<file path="src/hw/rtl/ctdd_pkg.sv">
// shared types, codes and constants of the compact tensor descriptor decoder
package ctdd_pkg;

    localparam int S_DATA_W = 512;
    localparam int M_DATA_W = 168;
    localparam int RES_W    = 163;

    typedef enum logic [2:0] {
        ST_OK       = 3'd0,
        ST_FORMAT   = 3'd1,
        ST_CONTROL  = 3'd2,
        ST_RESERVED = 3'd3,
        ST_STRIDE   = 3'd4,
        ST_EXTENT   = 3'd5
    } status_t;

    typedef enum logic [1:0] {
        KIND_U32 = 2'd0,
        KIND_F32 = 2'd1,
        KIND_F16 = 2'd2
    } elem_kind_t;

    localparam logic [15:0] FMT_SWZ_MASK = 16'h6000;
    localparam logic [15:0] FMT_1D_U32   = 16'h0100;
    localparam logic [15:0] FMT_1D_F32   = 16'h0380;
    localparam logic [15:0] FMT_2D_F16   = 16'h0310;
    localparam logic [15:0] FMT_2D_F32   = 16'h0390;
    localparam logic [15:0] FMT_3D       = 16'h03a0;
    localparam logic [15:0] FMT_4D       = 16'h03b0;
    localparam logic [15:0] FMT_5D       = 16'h03c0;
    localparam logic [15:0] CTL_2D_ALT   = 16'h0020;

    // one classified descriptor as it waits in the queue
    typedef struct packed {
        status_t          status;
        logic [2:0]       rank;
        elem_kind_t       kind;
        logic [2:0]       esize;
        logic [1:0]       swz;
        logic [63:0]      base;
        logic [4:0][31:0] ext;
        logic [4:0][7:0]  box;
        logic [3:0][31:0] strd;   // strides of dimensions 1..4
    } desc_t;

    typedef struct packed {
        logic  valid;
        desc_t desc;
    } q_head_t;

    // result payload, status in the lowest bits
    typedef struct packed {
        logic [35:0] stride_size;
        logic [8:0]  box_size;
        logic [31:0] extent;
        logic [2:0]  dim_index;
        logic [63:0] base_address;
        logic [7:0]  swizzle_size;
        logic [2:0]  element_size;
        elem_kind_t  element_kind;
        logic [2:0]  rank;
        status_t     status;
    } res_t;

endpackage

</file>
<file path="src/hw/rtl/ctdd_front.sv">
// front end: accepts a descriptor and classifies it into rank, status and fields
module ctdd_front (
    input  logic                          s_axis_tvalid,
    output logic                          s_axis_tready,
    input  logic [ctdd_pkg::S_DATA_W-1:0] s_axis_tdata,
    input  logic                          q_full,
    output logic                          q_push,
    output ctdd_pkg::desc_t               q_desc
);
    import ctdd_pkg::*;

    logic [7:0][63:0] w;
    logic [15:0]      fmt;
    logic [15:0]      ctl;
    logic [2:0]       rank;
    logic             ctl_bad;
    logic             rsv_bad;
    logic             strd_bad;
    logic             ext_bad;
    logic [4:0][31:0] ext;
    logic [4:0][7:0]  box;
    logic [3:0][31:0] strd;

    assign w    = s_axis_tdata;
    assign fmt  = w[1][15:0] & ~FMT_SWZ_MASK;
    assign ctl  = w[1][31:16];
    assign ext  = {w[6][31:0], w[5][63:32], w[5][31:0], w[4][63:32], w[4][31:0]};
    assign box  = {w[7][31:24], w[7][23:16], w[7][15:8], w[7][7:0], w[6][63:56]};
    assign strd = {w[3][31:0], w[2][63:32], w[2][31:0], w[1][63:32]};

    always_comb begin
        unique case (fmt)
            FMT_1D_U32, FMT_1D_F32: rank = 3'd1;
            FMT_2D_F16, FMT_2D_F32: rank = 3'd2;
            FMT_3D:                 rank = 3'd3;
            FMT_4D:                 rank = 3'd4;
            FMT_5D:                 rank = 3'd5;
            default:                rank = 3'd0;
        endcase
    end

    always_comb begin
        ctl_bad = 1'b0;
        rsv_bad = 1'b0;
        unique case (rank)
            3'd1: begin
                // rank 1 also rejects any stride bits as a control failure
                ctl_bad = (w[1][63:16] != '0);
                rsv_bad = (w[2] != '0) || (w[3] != '0) || (w[5] != '0) ||
                          (w[4][63:32] != '0) || (w[6][55:0] != '0) || (w[7] != '0);
            end
            3'd2: begin
                ctl_bad = (ctl != '0) && (ctl != CTL_2D_ALT);
                rsv_bad = (w[2] != '0) || (w[3] != '0) || (w[5] != '0) ||
                          (w[6][55:0] != '0) || (w[7][63:8] != '0);
            end
            3'd3: begin
                ctl_bad = (ctl != '0);
                rsv_bad = (w[2][63:32] != '0) || (w[3] != '0) || (w[5][63:32] != '0) ||
                          (w[6][55:0] != '0) || (w[7][63:16] != '0);
            end
            3'd4: begin
                ctl_bad = (ctl != '0);
                rsv_bad = (w[3] != '0) || (w[6][55:0] != '0) || (w[7][63:24] != '0);
            end
            3'd5: begin
                ctl_bad = (ctl != '0);
                rsv_bad = (w[3][63:32] != '0) || (w[6][55:32] != '0) ||
                          (w[7][63:32] != '0);
            end
            default: begin
                ctl_bad = 1'b0;
                rsv_bad = 1'b0;
            end
        endcase
    end

    always_comb begin
        strd_bad = 1'b0;
        ext_bad  = 1'b0;
        for (int i = 0; i < 4; i++) begin
            if ((3'(i + 1) < rank) && (strd[i] == '0)) begin
                strd_bad = 1'b1;
            end
        end
        for (int i = 0; i < 5; i++) begin
            if ((3'(i) < rank) && (ext[i] == '1)) begin
                ext_bad = 1'b1;
            end
        end
    end

    always_comb begin
        q_desc      = '0;
        q_desc.rank = rank;
        q_desc.swz  = w[1][14:13];
        q_desc.base = w[0];
        q_desc.ext  = ext;
        q_desc.box  = box;
        q_desc.strd = strd;
        if (fmt == FMT_1D_U32) begin
            q_desc.kind  = KIND_U32;
            q_desc.esize = 3'd4;
        end else if (fmt == FMT_2D_F16) begin
            q_desc.kind  = KIND_F16;
            q_desc.esize = 3'd2;
        end else begin
            q_desc.kind  = KIND_F32;
            q_desc.esize = 3'd4;
        end
        // first failing check wins
        if (rank == 3'd0) begin
            q_desc.status = ST_FORMAT;
        end else if (ctl_bad) begin
            q_desc.status = ST_CONTROL;
        end else if (rsv_bad) begin
            q_desc.status = ST_RESERVED;
        end else if (strd_bad) begin
            q_desc.status = ST_STRIDE;
        end else if (ext_bad) begin
            q_desc.status = ST_EXTENT;
        end else begin
            q_desc.status = ST_OK;
        end
    end

    assign s_axis_tready = !q_full;
    assign q_push        = s_axis_tvalid && !q_full;

endmodule

</file>
<file path="src/hw/rtl/ctdd_queue.sv">
// two-entry queue of classified descriptors between front and back end
module ctdd_queue (
    input  logic              aclk,
    input  logic              aresetn,
    input  logic              push,
    input  ctdd_pkg::desc_t   push_desc,
    output logic              full,
    output ctdd_pkg::q_head_t head,
    input  logic              pop
);
    import ctdd_pkg::*;

    desc_t      entries_reg [2];
    logic       wr_ptr_reg;
    logic       wr_ptr_next;
    logic       rd_ptr_reg;
    logic       rd_ptr_next;
    logic [1:0] count_reg;
    logic [1:0] count_next;

    always_comb begin
        wr_ptr_next = push ? !wr_ptr_reg : wr_ptr_reg;
        rd_ptr_next = pop ? !rd_ptr_reg : rd_ptr_reg;
        count_next  = count_reg;
        if (push && !pop) begin
            count_next = count_reg + 2'd1;
        end else if (pop && !push) begin
            count_next = count_reg - 2'd1;
        end
    end

    always_ff @(posedge aclk) begin
        if (!aresetn) begin
            wr_ptr_reg <= 1'b0;
            rd_ptr_reg <= 1'b0;
            count_reg  <= '0;
        end else begin
            wr_ptr_reg <= wr_ptr_next;
            rd_ptr_reg <= rd_ptr_next;
            count_reg  <= count_next;
        end
    end

    always_ff @(posedge aclk) begin
        if (push) begin
            entries_reg[wr_ptr_reg] <= push_desc;
        end
    end

    assign full       = (count_reg == 2'd2);
    assign head.valid = (count_reg != '0);
    assign head.desc  = entries_reg[rd_ptr_reg];

endmodule

</file>
<file path="src/hw/rtl/ctdd_back.sv">
// back end: walks the queued descriptor and emits header and dimension results
module ctdd_back (
    input  logic                          aclk,
    input  logic                          aresetn,
    input  ctdd_pkg::q_head_t             q_head,
    output logic                          q_pop,
    output logic                          m_axis_tvalid,
    input  logic                          m_axis_tready,
    output logic [ctdd_pkg::M_DATA_W-1:0] m_axis_tdata,
    output logic                          m_axis_tuser,
    output logic                          m_axis_tlast
);
    import ctdd_pkg::*;

    desc_t       d;
    logic [2:0]  cnt_reg;
    logic [2:0]  cnt_next;
    logic        valid_reg;
    logic        valid_next;
    res_t        res_reg;
    res_t        res_next;
    logic        user_reg;
    logic        last_reg;
    logic        hdr;
    logic        ok;
    logic        res_last;
    logic        load;
    logic [31:0] dim_ext;
    logic [7:0]  dim_box;
    logic [35:0] dim_strd;

    assign d        = q_head.desc;
    assign hdr      = (cnt_reg == '0);
    assign ok       = (d.status == ST_OK);
    assign res_last = hdr ? !ok : (cnt_reg == d.rank);
    assign load     = q_head.valid && (!valid_reg || m_axis_tready);
    assign q_pop    = load && res_last;

    always_comb begin
        dim_ext  = '0;
        dim_box  = '0;
        dim_strd = '0;
        case (cnt_reg)
            3'd1: begin
                dim_ext  = d.ext[0];
                dim_box  = d.box[0];
                dim_strd = (d.rank >= 3'd3) ? {33'd0, d.esize} : '0;
            end
            3'd2: begin
                dim_ext  = d.ext[1];
                dim_box  = d.box[1];
                dim_strd = {d.strd[0], 4'd0};
            end
            3'd3: begin
                dim_ext  = d.ext[2];
                dim_box  = d.box[2];
                dim_strd = {d.strd[1], 4'd0};
            end
            3'd4: begin
                dim_ext  = d.ext[3];
                dim_box  = d.box[3];
                dim_strd = {d.strd[2], 4'd0};
            end
            3'd5: begin
                dim_ext  = d.ext[4];
                dim_box  = d.box[4];
                dim_strd = {d.strd[3], 4'd0};
            end
            default: begin
                dim_ext  = '0;
                dim_box  = '0;
                dim_strd = '0;
            end
        endcase
    end

    always_comb begin
        res_next = '0;
        if (hdr) begin
            res_next.status = d.status;
            res_next.rank   = d.rank;
            if (ok) begin
                res_next.element_kind = d.kind;
                res_next.element_size = d.esize;
                // swizzle span is 16 << code, none for code zero
                res_next.swizzle_size = (d.swz == '0) ? 8'd0 : (8'd16 << d.swz);
                res_next.base_address = d.base;
            end
        end else begin
            res_next.dim_index   = cnt_reg - 3'd1;
            res_next.extent      = dim_ext + 32'd1;
            res_next.box_size    = {1'b0, dim_box} + 9'd1;
            res_next.stride_size = dim_strd;
        end
    end

    always_comb begin
        cnt_next   = cnt_reg;
        valid_next = valid_reg;
        if (load) begin
            cnt_next   = res_last ? 3'd0 : cnt_reg + 3'd1;
            valid_next = 1'b1;
        end else if (m_axis_tready) begin
            valid_next = 1'b0;
        end
    end

    always_ff @(posedge aclk) begin
        if (!aresetn) begin
            cnt_reg   <= '0;
            valid_reg <= 1'b0;
        end else begin
            cnt_reg   <= cnt_next;
            valid_reg <= valid_next;
        end
    end

    always_ff @(posedge aclk) begin
        if (load) begin
            res_reg  <= res_next;
            user_reg <= !hdr;
            last_reg <= res_last;
        end
    end

    assign m_axis_tvalid = valid_reg;
    assign m_axis_tdata  = {{(M_DATA_W - RES_W){1'b0}}, res_reg};
    assign m_axis_tuser  = user_reg;
    assign m_axis_tlast  = last_reg;

`ifndef SYNTHESIS
    a_reject_is_last: assert property (@(posedge aclk) disable iff (!aresetn)
        (valid_reg && !user_reg && res_reg.status != ST_OK) |-> last_reg)
        else $error("rejected descriptor header not marked last");

    a_cnt_in_range: assert property (@(posedge aclk) disable iff (!aresetn)
        q_head.valid |-> (cnt_reg <= q_head.desc.rank))
        else $error("dimension counter beyond descriptor rank");

    a_pop_valid: assert property (@(posedge aclk) disable iff (!aresetn)
        q_pop |-> q_head.valid)
        else $error("queue popped while empty");

    a_ok_header_not_last: assert property (@(posedge aclk) disable iff (!aresetn)
        (valid_reg && !user_reg && res_reg.status == ST_OK) |-> !last_reg)
        else $error("accepted descriptor header marked last");
`endif

endmodule

</file>
<file path="src/hw/rtl/compact_tensor_descriptor_decode.sv">
// top level of the compact tensor descriptor decoder
// Takes one 512-bit descriptor per request and returns a header result followed,
// for an accepted descriptor, by one result per dimension (1 to 6 results in all).
// The back end emits one result per cycle while a descriptor is queued and the
// receiver is ready, so a descriptor of rank r yields r+1 results and a rejected
// one a single result; that result sequencer sets the sustained rate. Classification
// happens in the cycle a descriptor is taken, and a two-entry queue lets the input
// accept the next descriptor while earlier results are still being delivered.
// Results come out of a register, loaded from the head of the queue whenever the
// output register is empty or its result is being taken.
module compact_tensor_descriptor_decode (
    input  logic                          aclk,
    input  logic                          aresetn,
    input  logic                          s_axis_tvalid,
    output logic                          s_axis_tready,
    // word0 [63:0], word1 [127:64], ... word7 [511:448]
    input  logic [ctdd_pkg::S_DATA_W-1:0] s_axis_tdata,
    output logic                          m_axis_tvalid,
    input  logic                          m_axis_tready,
    // status, rank, element_kind, element_size, swizzle_size, base_address,
    // dim_index, extent, box_size, stride_size, zero fill
    output logic [ctdd_pkg::M_DATA_W-1:0] m_axis_tdata,
    // is_dimension
    output logic                          m_axis_tuser,
    output logic                          m_axis_tlast
);
    import ctdd_pkg::*;

    logic    q_full;
    logic    q_push;
    desc_t   q_desc;
    q_head_t q_head;
    logic    q_pop;

    ctdd_front u_front (
        .s_axis_tvalid (s_axis_tvalid),
        .s_axis_tready (s_axis_tready),
        .s_axis_tdata  (s_axis_tdata),
        .q_full        (q_full),
        .q_push        (q_push),
        .q_desc        (q_desc)
    );

    ctdd_queue u_queue (
        .aclk      (aclk),
        .aresetn   (aresetn),
        .push      (q_push),
        .push_desc (q_desc),
        .full      (q_full),
        .head      (q_head),
        .pop       (q_pop)
    );

    ctdd_back u_back (
        .aclk          (aclk),
        .aresetn       (aresetn),
        .q_head        (q_head),
        .q_pop         (q_pop),
        .m_axis_tvalid (m_axis_tvalid),
        .m_axis_tready (m_axis_tready),
        .m_axis_tdata  (m_axis_tdata),
        .m_axis_tuser  (m_axis_tuser),
        .m_axis_tlast  (m_axis_tlast)
    );

endmodule

</file>
<file path="config.mk">
export PLATFORM = sky130hd
export DESIGN_NAME = compact_tensor_descriptor_decode
export DESIGN_NICKNAME = d
export VERILOG_FILES = /design/src/hw/rtl/ctdd_pkg.sv /design/src/hw/rtl/ctdd_front.sv /design/src/hw/rtl/ctdd_queue.sv /design/src/hw/rtl/ctdd_back.sv /design/src/hw/rtl/compact_tensor_descriptor_decode.sv
export SDC_FILE = /design/constraint.sdc
export NUM_CORES = 1
export LEC_CHECK = 0
export BUFFER_PORTS_ARGS = -buffer_cell sky130_fd_sc_hd__buf_2
export CAP_MARGIN = 20
export CORE_AREA = 2 2 244 366
export CTS_CLUSTER_DIAMETER = 30
export CTS_CLUSTER_SIZE = 14
export DETAILED_ROUTE_END_ITERATION = 8
export DIE_AREA = 0 0 246 368
export GPL_ROUTABILITY_DRIVEN = 0
export PLACE_DENSITY = 0.66
export SLEW_MARGIN = 25
export SYNTH_ARGS = -nofsm -noshare
export SYNTH_HDL_FRONTEND = slang
export SYNTH_SLANG_ARGS = --single-unit
export TNS_END_PERCENT = 50
</file>
<file path="constraint.sdc">
create_clock -name aclk -period 29.2 [get_ports aclk]
set_input_delay 8.76 -clock aclk [delete_from_list [all_inputs] [get_ports aclk]]
set_output_delay 8.76 -clock aclk [all_outputs]
set_load 0.03 [all_outputs]
</file>
==> run_results.csv, run 1 <==
group,metric,value,unit
status,status,"complete, no violations",
setup_path,cp.required,29.55,ns
clock_tree,cts_resized,0,
clock_tree,cts_tree,"built",
detailed_routing,drc,0,
cells_and_area,final_common_cell,"edfxtp_1",
floorplan,num_rows,133,
yosys,synth-xor-area-share,0.382,%
global_routing,grt_pass1_wl,171000,µm
job,maxCapViolations,0,
pwr,irDropWorstVdd,116,µV
place,dp.cells,4100,
yosys,netlist_instances,2357,
global_routing,grt_pass1_vias,26000,
clock_tree,post_cts_buffers,0,
timing,period_minus_slack,11.95,ns
detailed_routing,final_antenna_net_count,0,
pwr,p_per_area,104,mW/mm²
timing,hold-worst-slack,0.552,ns
global_routing,antenna_found_initial,41,
setup_path,critPathMaxFanout,142,
timing,fin_crit_sh,40.9,%
setup_path,crit_start,"s_axis_tvalid",
clock_tree,cts.sinks,972,
floorplan,io_pins,688,
cells_and_area,drive_above_1_share,33.1,%
pwr,combPwrFrac,26.3,%
yosys,synth_top_family_by_area,"multiplexers",
timing,hold_violations,0,
cells_and_area,final_cells,4388,
clock_tree,clockBufferDepth,3,
clock_tree,root_buffer,"clkbuf_16",
yosys,synthAdderAreaFrac,0.443,%
detailed_routing,wire_per_inst,27.9,µm
timing,grt_setup_unrepaired,"false",
cells_and_area,fillers,6955,
clock_tree,clkLatencyLatePin,0.77,ns
global_routing,grt_usage,26.7,%
detailed_routing,viasPerCell,5.78,
floorplan,start_util,44.6,%
detailed_routing,via_count,25400,
detailed_routing,drt_pass1_iterations,8,
pwr,p_sw,1.67,mW
yosys,synthMuxAreaShare,8.96,%
min_path,hold_path.startpoint,"u_queue.count_reg[1]",
yosys,ys_ff_latch,972,
cells_and_area,multi_input_area,0.00915,mm²
yosys,async_flop_share,0,%
yosys,postSynthAreaPerCell,16.5,µm²
cells_and_area,regArea,0.0291,mm²
setup_path,r2r_start,"u_back.cnt_reg[2]",
floorplan,chipHeight,368,µm
clock_tree,cts.htree.levels,4,
place,port_buffers,675,
floorplan,die_area,0.0905,mm²
clock_tree,clk_pin_slew,0.05,ns
global_routing,overflow,0,
yosys,seq_area_frac_synth,74.7,%
timing,clock_skew,0.0407,ns
yosys,ys.flop_type,"edfxtp_1",
clock_tree,postCtsHoldBufs,0,
yosys,synth_edf_count,963,
yosys,synth_top_area_share,74.3,%
pwr,p_seq_share,38.3,%
yosys,yosysUniqueCellTypes,76,
setup_path,worstSetupPathType,"in2reg",
timing,max_freq,0.0837,GHz
yosys,synthTopCellsByArea,"edfxtp_1 (74%), mux2i_1 (6.3%), mux2_2 (2.5%)",
timing,slew_violations,0,
timing,tightest_slew,1.12,ns
pwr,p_int,3.38,mW
yosys,yosysWarnings,0,
pwr,swShare,33.1,%
yosys,syn_area,0.0389,mm²
timing,finalSetupViolCount,0,
detailed_routing,wl,123000,µm
pwr,p_leak,17.2,nW
setup_path,crit_arrival,12.30,ns
timing,relSlewSlack,25.1,%
timing,setup_tns,0,ns
cells_and_area,final_cell_mix,"edfxtp_1 (963), buf_2 (675), mux2i_1 (244), nor2_1 (177), clkbuf_16 (149)",
pwr,p_clk_share,35.4,%
detailed_routing,drt_iter0_drc,2076,
floorplan,coreArea,0.0874,mm²
global_routing,grt_start_max_net_pins,163,
cells_and_area,largest_register_ff_count,806,
cells_and_area,final_nets,3628,
cells_and_area,area_growth,24.8,%
place,dp_hpwl,86300,µm
yosys,yosys.area_share.simple,7.87,%
setup_path,end_kind,"register",
floorplan,die_w,246,µm
setup_path,critPathLaunchType,"input pin",
yosys,synth_compound_area_share,5.56,%
clock_tree,cts_made_buffers,143,
yosys,yosysTopAreaCell,"edfxtp_1",
min_path,hp-class,"reg2reg",
## synth_stat cells (18+ instances only)
library cell	number
a211oi_1	42
nand2_1	69
nand4_1	68
mux2i_1	244
clkbuf_1	49
nor2_1	180
mux2_2	87
nor3_1	37
nand3_1	38
o22ai_1	52
buf_2	39
and3_1	20
edfxtp_1	963
buf_4	18
a21oi_1	18
o221ai_1	18
nor4_1	121
inv_1	18
## cell families (layout without fill, tap and decap cells)
kind of cell / Yosys count / in the layout
AND/OR/NAND/NOR: 595 / 595
flip-flops: 972 / 972
adder cells (fa/ha/maj): 14 / 14
XOR/XNOR: 17 / 17
multiplexers: 334 / 334
other: 1 / 38
AO/OA/AOI/OAI: 280 / 280
buffers and inverters: 144 / 991
## worst paths after layout
check / depth (start not counted) / endpoint / slack, ns
worst min register to register: 2 / u_queue.count_reg[1] / 0.55
worst max register to register: 12 / u_back.m_axis_tdata[104] / 23.96
worst min-delay path: 2 / u_queue.count_reg[1] / 0.55
worst max-delay path: 5 / u_queue.entries_reg[1][149] / 17.25
## per-stage QoR
step	total power, mW	util [%]	setup slack, ns	cell area (µm²)
floorplan	2.95	-	2.35	39000
global placement	3.27	49.7	16.51	43500
detailed placement	3.30	49.7	16.44	43500
CTS	5.09	55.5	17.24	48500
global route	5.23	55.6	17.04	48600
finish	5.06	55.6	17.25	48600
## power by group through the flow
stage | clock (mW) | combinational [mW] | sequential [mW]
detailed placement | 0 | 1.34 | 1.96
global placement | 0 | 1.32 | 1.95
finish | 1.79 | 1.33 | 1.94
CTS | 1.82 | 1.34 | 1.94
floorplan | 0 | 0.716 | 2.24
global route | 1.87 | 1.41 | 1.95
## layout make-up
class | instances | share of cell area (%)
inverter | 19 | 0.147
tap | 1147 | 2.95
clock buffer | 161 | 7.77
multi-input combinational | 1253 | 18.8
clock inverter | 101 | 2.63
sequential | 972 | 59.9
antenna | 25 | 0.129
timing repair buffer | 710 | 7.66
## layer usage
layer	vias to the layer above	routed length, µm	share of wire [%]	global-route usage, %
met4	38	8500	6.9	17.7
met5	-	243	0.20	0
met3	354	10600	8.7	7.60
met2	1370	62400	51	45.9
li1	11100	-	-	-
met1	12500	40800	33	28.2
## critical path, stage by stage
cell	delay, ns
buf_2	0.09
and3_4	0.75
buf_12	0.55
buf_4	0.94
buf_4	0.86
(Power assumes the default switching activity.)
==> inputs of run 2 (changes only) <==
==> constraint.sdc (replaced) <==
create_clock -name aclk -period 11.5 [get_ports aclk]
set_input_delay 3.45 -clock aclk [delete_from_list [all_inputs] [get_ports aclk]]
set_output_delay 3.45 -clock aclk [all_outputs]
set_load 0.03 [all_outputs]
==> run 2 against run 1 <==
Against the previous run:
- sequential power increased to 2.5 times the previous value
- first-iteration DRC count increased by 1.3%
- cell count about the same
- hold slack got worse by 0.0020 ns
- sequential share of layout area up 0.40 points
- core utilization down 0.37 points
- non-clock buffer count rose by 6
- power up 150%
- critical path type unchanged
- critical endpoint is now u_queue.entries_reg[0][404]
==> run_results.csv, run 2 (same netlist as run 1, synthesis figures left out) <==
group,metric,value,unit
setup_path,end_kind,"register",
clock_tree,post_cts_buffers,0,
clock_tree,postCtsHoldBufs,0,
cells_and_area,fillers,6989,
floorplan,io_pins,688,
detailed_routing,wire_per_inst,27.9,µm
min_path,hp-class,"reg2reg",
floorplan,die_w,246,µm
clock_tree,clkLatencyLatePin,0.76,ns
pwr,p_per_area,259,mW/mm²
setup_path,cp.required,12.02,ns
detailed_routing,via_count,25600,
clock_tree,cts.htree.levels,4,
cells_and_area,area_growth,24.0,%
setup_path,worstReg2RegEnd,"u_back.m_axis_tdata[116]",
clock_tree,cts_resized,0,
status,status,"complete, no violations",
global_routing,grt_pass1_vias,26100,
timing,finalWorstSetupSlack,5.19,ns
global_routing,grt_start_max_net_pins,162,
timing,grt_setup_unrepaired,"false",
timing,max_freq,0.159,GHz
setup_path,worstSetupPathType,"in2reg",
timing,setup_tns,0,ns
clock_tree,cts.sinks,972,
timing,tightest_slew,1.15,ns
detailed_routing,drc,0,
setup_path,critPathMaxFanout,6,
clock_tree,clk_pin_slew,0.05,ns
floorplan,start_util,44.6,%
global_routing,overflow,0,
clock_tree,root_buffer,"clkbuf_16",
timing,slew_violations,0,
timing,period_minus_slack,6.31,ns
place,port_buffers,675,
clock_tree,clockBufferDepth,3,
cells_and_area,final_cells,4385,
clock_tree,cts_made_buffers,140,
setup_path,crit_arrival,6.82,ns
pwr,p_leak,17.0,nW
global_routing,grt_usage,26.6,%
detailed_routing,wl,122000,µm
setup_path,crit_end,"u_queue.entries_reg[0][404]",
timing,finalSetupViolCount,0,
cells_and_area,drive_above_1_share,33.2,%
place,dp_hpwl,87600,µm
setup_path,crit_start,"s_axis_tdata[75]",
place,dp_slack,4.57,ns
timing,relSlewSlack,23.3,%
timing,hold_violations,0,
floorplan,coreArea,0.0874,mm²
detailed_routing,drt_pass1_iterations,6,
setup_path,regToRegSetupSlack,6.06,ns
floorplan,chipHeight,368,µm
timing,fin_crit_sh,54.9,%
floorplan,die_area,0.0905,mm²
setup_path,r2r_cells,10,
detailed_routing,viasPerCell,5.85,
global_routing,antenna_found_initial,37,
cells_and_area,final_nets,3631,
clock_tree,cts_tree,"built",
detailed_routing,final_antenna_net_count,0,
cells_and_area,final_common_cell,"edfxtp_1",
cells_and_area,final_cell_mix,"edfxtp_1 (963), buf_2 (676), mux2i_1 (244), nor2_1 (177), clkbuf_16 (145)",
pwr,irDropWorstVdd,207,µV
cells_and_area,largest_register_ff_count,806,
setup_path,critPathLaunchType,"input pin",
global_routing,grt_pass1_wl,171000,µm
place,dp.cells,4106,
timing,clock_skew,0.0425,ns
detailed_routing,drt_iter0_drc,2104,
job,maxCapViolations,0,
floorplan,num_rows,133,
==> run 2: worst max-delay path: stages <==
cell	delay, ns
buf_2	0.10
nor4_1	0.41
and3_1	0.36
and3_1	0.24
inv_1	0.12
ha_1	0.23
maj3_1	0.35
o22a_1	0.23
or2_2	0.34
inv_1	0.17
a211oi_1	0.09
o21bai_1	0.23
nand4_1	0.16
nor3_1	0.34
==> run 2: worst min-delay path by stage <==
stage | startpoint | cells past startpoint | endpoint | slack (ns)
final | u_queue.count_reg[1] | 2 | u_queue.count_reg[1] | 0.55
after global routing | u_queue.entries_reg[1][356] | 2 | u_back.m_axis_tdata[47] | 0.58
after CTS | u_queue.count_reg[1] | 2 | u_queue.count_reg[1] | 0.55
after detailed placement | u_queue.count_reg[1] | 2 | u_queue.count_reg[1] | 0.54
after global placement | u_queue.count_reg[1] | 2 | u_queue.count_reg[1] | 0.50
after floorplan | u_queue.count_reg[1] | 2 | u_queue.count_reg[1] | 0.49
==> run 2: final cells by class <==
cell class,instances,area [µm²],share of cell area [%]
inverter,19,71.3,0.148
antenna,22,55.1,0.114
clock buffer,158,3710,7.68
tap,1147,1440,2.97
multi-input combinational,1253,9180,19.0
clock inverter,98,1020,2.12
sequential,972,29100,60.3
timing repair buffer,716,3700,7.66
==> run 2: layer usage <==
layer	vias up	share of wire (%)	GRT usage [%]
met5	-	0.18	0
met4	34	6.6	16.8
met3	329	8.6	7.68
met2	1441	51	46.3
met1	12700	33	27.9
li1	11100	-	-
==> run 2: report_power, final <==
part | switching (mW) | internal (mW) | leakage [nW]
registers | 0.217 | 4.70 | 9.13
clock network | 1.64 | 2.60 | 2.28
logic | 2.35 | 1.01 | 5.60
==> run 2: through the flow <==
stage	cell area, µm²	hold slack [ns]	utilization (%)	power [mW]
floorplan	39000	0.491	-	7.31
CTS	48200	0.552	55.2	12.6
finish	48300	0.550	55.3	12.5
global route	48200	0.585	55.2	13.0
detailed placement	43500	0.544	49.8	8.36
global placement	43500	0.501	49.7	8.29
